===== config.mk =====
export PLATFORM = sky130hd
export DESIGN_NAME = pce_queue
export DESIGN_NICKNAME = d
export VERILOG_FILES = /design/src/sv/pce_pkg.sv /design/src/sv/pce_queue.sv
export SDC_FILE = /design/constraint.sdc
export NUM_CORES = 1
export LEC_CHECK = 0
export ABC_AREA = 0
export BUFFER_PORTS_ARGS = -buffer_cell sky130_fd_sc_hd__buf_2
export CAP_MARGIN = 25
export CORE_MARGIN = 5
export CORE_UTILIZATION = 49
export DETAILED_ROUTE_END_ITERATION = 8
export HOLD_SLACK_MARGIN = 0.06
export PLACE_DENSITY = 0.76
export SETUP_SLACK_MARGIN = 0.02
export SLEW_MARGIN = 20
export SYNTH_ARGS = -nofsm -noshare
export SYNTH_HDL_FRONTEND = slang
export SYNTH_SLANG_ARGS = --single-unit

===== constraint.sdc =====
create_clock -name aclk -period 2.2 [get_ports aclk]
set_clock_uncertainty 0.05 [all_clocks]
set_input_delay 0.33 -clock aclk [delete_from_list [all_inputs] [get_ports aclk]]
set_output_delay 0.33 -clock aclk [all_outputs]
set_load 0.1 [all_outputs]

===== src/sv/pce_pkg.sv =====
package pce_pkg;

    localparam int CORR_BITS   = 32;
    localparam int STATUS_BITS = 2;
    localparam int MAG_BITS    = 31;

    localparam logic [STATUS_BITS-1:0] STATUS_OK       = 2'd0;
    localparam logic [STATUS_BITS-1:0] STATUS_FEW      = 2'd1;
    localparam logic [STATUS_BITS-1:0] STATUS_ZERO_VAR = 2'd2;
    localparam logic [STATUS_BITS-1:0] STATUS_OVERFLOW = 2'd3;

    localparam logic [MAG_BITS-1:0] Q30_ONE = 31'h4000_0000;

    typedef struct packed {
        logic valid;
        logic empty;
    } pce_queue_status_t;

endpackage


===== src/sv/pce_queue.sv =====
module pce_queue #(
    parameter int WIDTH = 8
) (
    input  logic                         aclk,
    input  logic                         aresetn,
    input  logic                         push,
    input  logic [WIDTH-1:0]             push_data,
    input  logic                         pop,
    output pce_pkg::pce_queue_status_t   status,
    output logic [WIDTH-1:0]             pop_data
);

    logic [WIDTH-1:0] slot_reg [2];
    logic [1:0]       fill_reg;
    logic [1:0]       fill_next;
    logic             rd_ptr_reg;
    logic             wr_ptr_reg;
    logic             do_push;
    logic             do_pop;

    assign do_push = push && (fill_reg != 2'd2);
    assign do_pop  = pop && (fill_reg != 2'd0);

    always_comb begin
        fill_next = fill_reg;
        if (do_push && !do_pop) begin
            fill_next = fill_reg + 2'd1;
        end else if (do_pop && !do_push) begin
            fill_next = fill_reg - 2'd1;
        end
    end

    always_ff @(posedge aclk) begin
        if (!aresetn) begin
            fill_reg   <= 2'd0;
            rd_ptr_reg <= 1'b0;
            wr_ptr_reg <= 1'b0;
        end else begin
            fill_reg <= fill_next;
            if (do_push) begin
                wr_ptr_reg <= !wr_ptr_reg;
            end
            if (do_pop) begin
                rd_ptr_reg <= !rd_ptr_reg;
            end
        end
    end

    always_ff @(posedge aclk) begin
        if (do_push) begin
            slot_reg[wr_ptr_reg] <= push_data;
        end
    end

    assign pop_data     = slot_reg[rd_ptr_reg];
    assign status.valid = (fill_reg != 2'd0);
    assign status.empty = (fill_reg == 2'd0);

endmodule


==> impl_metrics.py <==
metrics = {
    "run_status": {
        "status": "completed",
    },
    "route": {
        "viasPerCell": 5.01,
        "dr.pass1.iters": 4,
        "ant_nets": 0,
        "vias": 471,
        "first_iter_violations": 3,
        "m1WireLength_um": 495,
        "wl_met3_um": 53,
        "drc_errors": 0,
        "top_layer_used": "met4",
        "wl_um": 1250,
        "wl_met2_um": 697,
        "wl_per_cell_um": 13.3,
    },
    "place": {
        "dp_cells": 90,
        "placed_cell_area_sq_um": 931,
        "dp_hpwl_um": 952,
        "port_buffers": 21,
        "routabilityCongestion": 0.699,
    },
    "sta": {
        "max_slew.worst_pin.slew_ns": 0.487,
        "finalSetupTns_ns": 0,
        "hold_viol": 0,
        "maxSlewViolCount": 0,
        "fin_crit_sh_pct": 86.8,
        "finalCriticalPeriod_ns": 1.91,
        "rsz0062_at_grt": "no",
        "setup_violations": 0,
        "worst_slew_margin_rel_pct": 67.7,
        "max_freq_mhz": 524,
    },
    "critical_path": {
        "start_kind": "flip-flop",
        "endpoint_kind": "output port",
        "cpLargestDelayFamily": "flip-flops",
        "path_depth": 2,
        "crit_required_ns": 1.82,
        "cp.arrival_ns": 1.53,
        "rrSetupSlack_ns": 0.53,
        "rr_startpoint": "fill_reg[0]",
        "max_stage_delay_ns": 0.56,
        "path_cells": "mux2_2 > buf_2",
        "timing.rr.end": "fill_reg[1]",
        "critPathCapture": "pop_data[4]",
        "crit_fanout": 8,
        "slowest_stage": "dfxtp_1",
        "path_class": "flip-flop to output port",
        "r2r_cells": 6,
        "path_buf_inv": 1,
    },
    "die": {
        "die-area_sq_um": 2550,
        "coreArea_sq_um": 1520,
        "start_util_pct": 52.7,
        "die_h_um": 50.5,
        "die-width_um": 50.5,
        "rows": 14,
        "design.portCount": 22,
    },
    "clocking": {
        "path_clk_slew_ns": 0.11,
        "clk_path_buf_depth": 2,
        "cts-htree-levels": 1,
        "clk_latency_ns": 0.29,
        "post_cts_buffers": 0,
        "numCtsBuffers": 3,
        "ctsResizeCount": 0,
        "cts_tree": "done",
        "clkSinkCount": 21,
        "postCtsHoldBufs": 0,
        "ctsRootBufferMaster": "clkbuf_4",
    },
    "finish": {
        "largest_reg_flops": 16,
        "drive_above_1_share_pct": 44.9,
        "area_delta_synth_final_pct": 19.3,
        "fin_cells": 94,
        "num-nets-final": 92,
        "fin_area_sq_um": 958,
        "insertedDiodeCount": 0,
    },
    "grt": {
        "grt_antenna_before_repair": 0,
        "grt_use_total_pct": 10.3,
        "grt.overflow.total": 0,
        "grt_max_degree": 13,
        "grt_pass1_wl_um": 1980,
        "grt_pass1_vias": 478,
    },
    "min_path": {
        "min_path_type": "input pin to flip-flop",
    },
    "synthesis": {
        "syn_area_per_cell_sq_um": 15.2,
        "synth_warnings": 0,
        "synth.cells.most_frequent": "edfxtp_1, mux2_2, dfxtp_1, inv_1, nor2_1",
        "syn_inst": 53,
        "yosys.area.top_type": "edfxtp_1",
        "synth_ff_type": "edfxtp_1",
        "async_flop_share_pct": 0,
        "synth-edff-count": 16,
        "yosys.cell_count.top_type": "edfxtp_1",
        "yosys.cell_types.count": 16,
        "yosys-top-cells-area": "edfxtp_1, dfxtp_1, mux2_2",
        "synth-seq-cells": 21,
        "syn_area_sq_um": 803,
        "synth_nets": 66,
        "ys_seq_area_share_pct": 72.3,
        "synth_top_area_share_pct": 59.8,
    },
    "run": {
        "drv_cap": 0,
    },
}
stage by stage:
step | setup WS [ns] | hold WS (ns) | utilization, %
floorplan | 0.275 | 0.379 | -
global placement | 0.623 | 0.443 | 61.1
detailed placement | 0.554 | 0.444 | 61.1
CTS | 0.260 | 0.159 | 62.9
global route | 0.200 | 0.142 | 62.9
finish | 0.290 | 0.168 | 62.9
layer usage:
layer | GRT usage (%) | vias to the layer above
li1 | - | 237
met4 | 3.83 | 0
met2 | 17.8 | 10
met5 | 0 | -
met3 | 2.96 | 2
met1 | 11.8 | 222
worst register-to-register path, delay by kind of cell, from the launching register on:
family	cells	cell delay (ns)
compound gates	1	0.15
fa+ha+maj	1	0.32
buf+inv	1	0.05
flops	1	0.37
simple gates	3	0.67
kinds of logic (layout without fill, tap and decap cells):
| kind of cell | after synthesis | in the layout | share of synthesized area, % |
|---|---|---|---|
| buf+inv | 6 | 31 | 2.96 |
| mux | 8 | 8 | 11.2 |
| compound gates | 5 | 5 | 3.43 |
| xor+xnor | 3 | 3 | 3.27 |
| flops | 21 | 21 | 72.3 |
| simple gates | 9 | 9 | 5.30 |
| fa+ha+maj | 1 | 1 | 1.56 |
area by class of cell:
type	count	area [sq um]
clock buffers	3	22.5
clock inverters	1	5.00
fillers	123	566
inverters	5	18.8
multi-input cells	26	199
flip-flops and latches	21	581
well taps	16	20.0
repair buffers	22	113
cells in the final DEF, fill, tap and decap left out:
cell and count:
buf_2 21, edfxtp_1 16, mux2_2 8, inv_1 5, dfxtp_1 5, nor2_1 4
xor2_1 3, clkbuf_4 3, o21ai_0 2, a21oi_1 2, nand2b_1 1, nand2_1 1
or2_2 1, nand3_1 1, or3_1 1, a21o_1 1, ha_1 1, clkinv_2 1
buf_4 1
worst min-delay path by stage:
stage,slack (ns),end,start,depth (start not counted)
3_3_place_gp,0.44,rd_ptr_reg,rd_ptr_reg,2
6_report,0.17,slot_reg[1][7],push_data[7],1
4_1_cts,0.16,slot_reg[1][7],push_data[7],1
5_1_grt,0.14,slot_reg[1][0],push_data[0],1
2_1_floorplan,0.38,slot_reg[0][0],push_data[0],0
3_5_place_dp,0.44,rd_ptr_reg,rd_ptr_reg,2
Power is left out: the tool's default activity adds up to more than one toggle a clock period on the data nets, which glitch-free logic cannot reach.
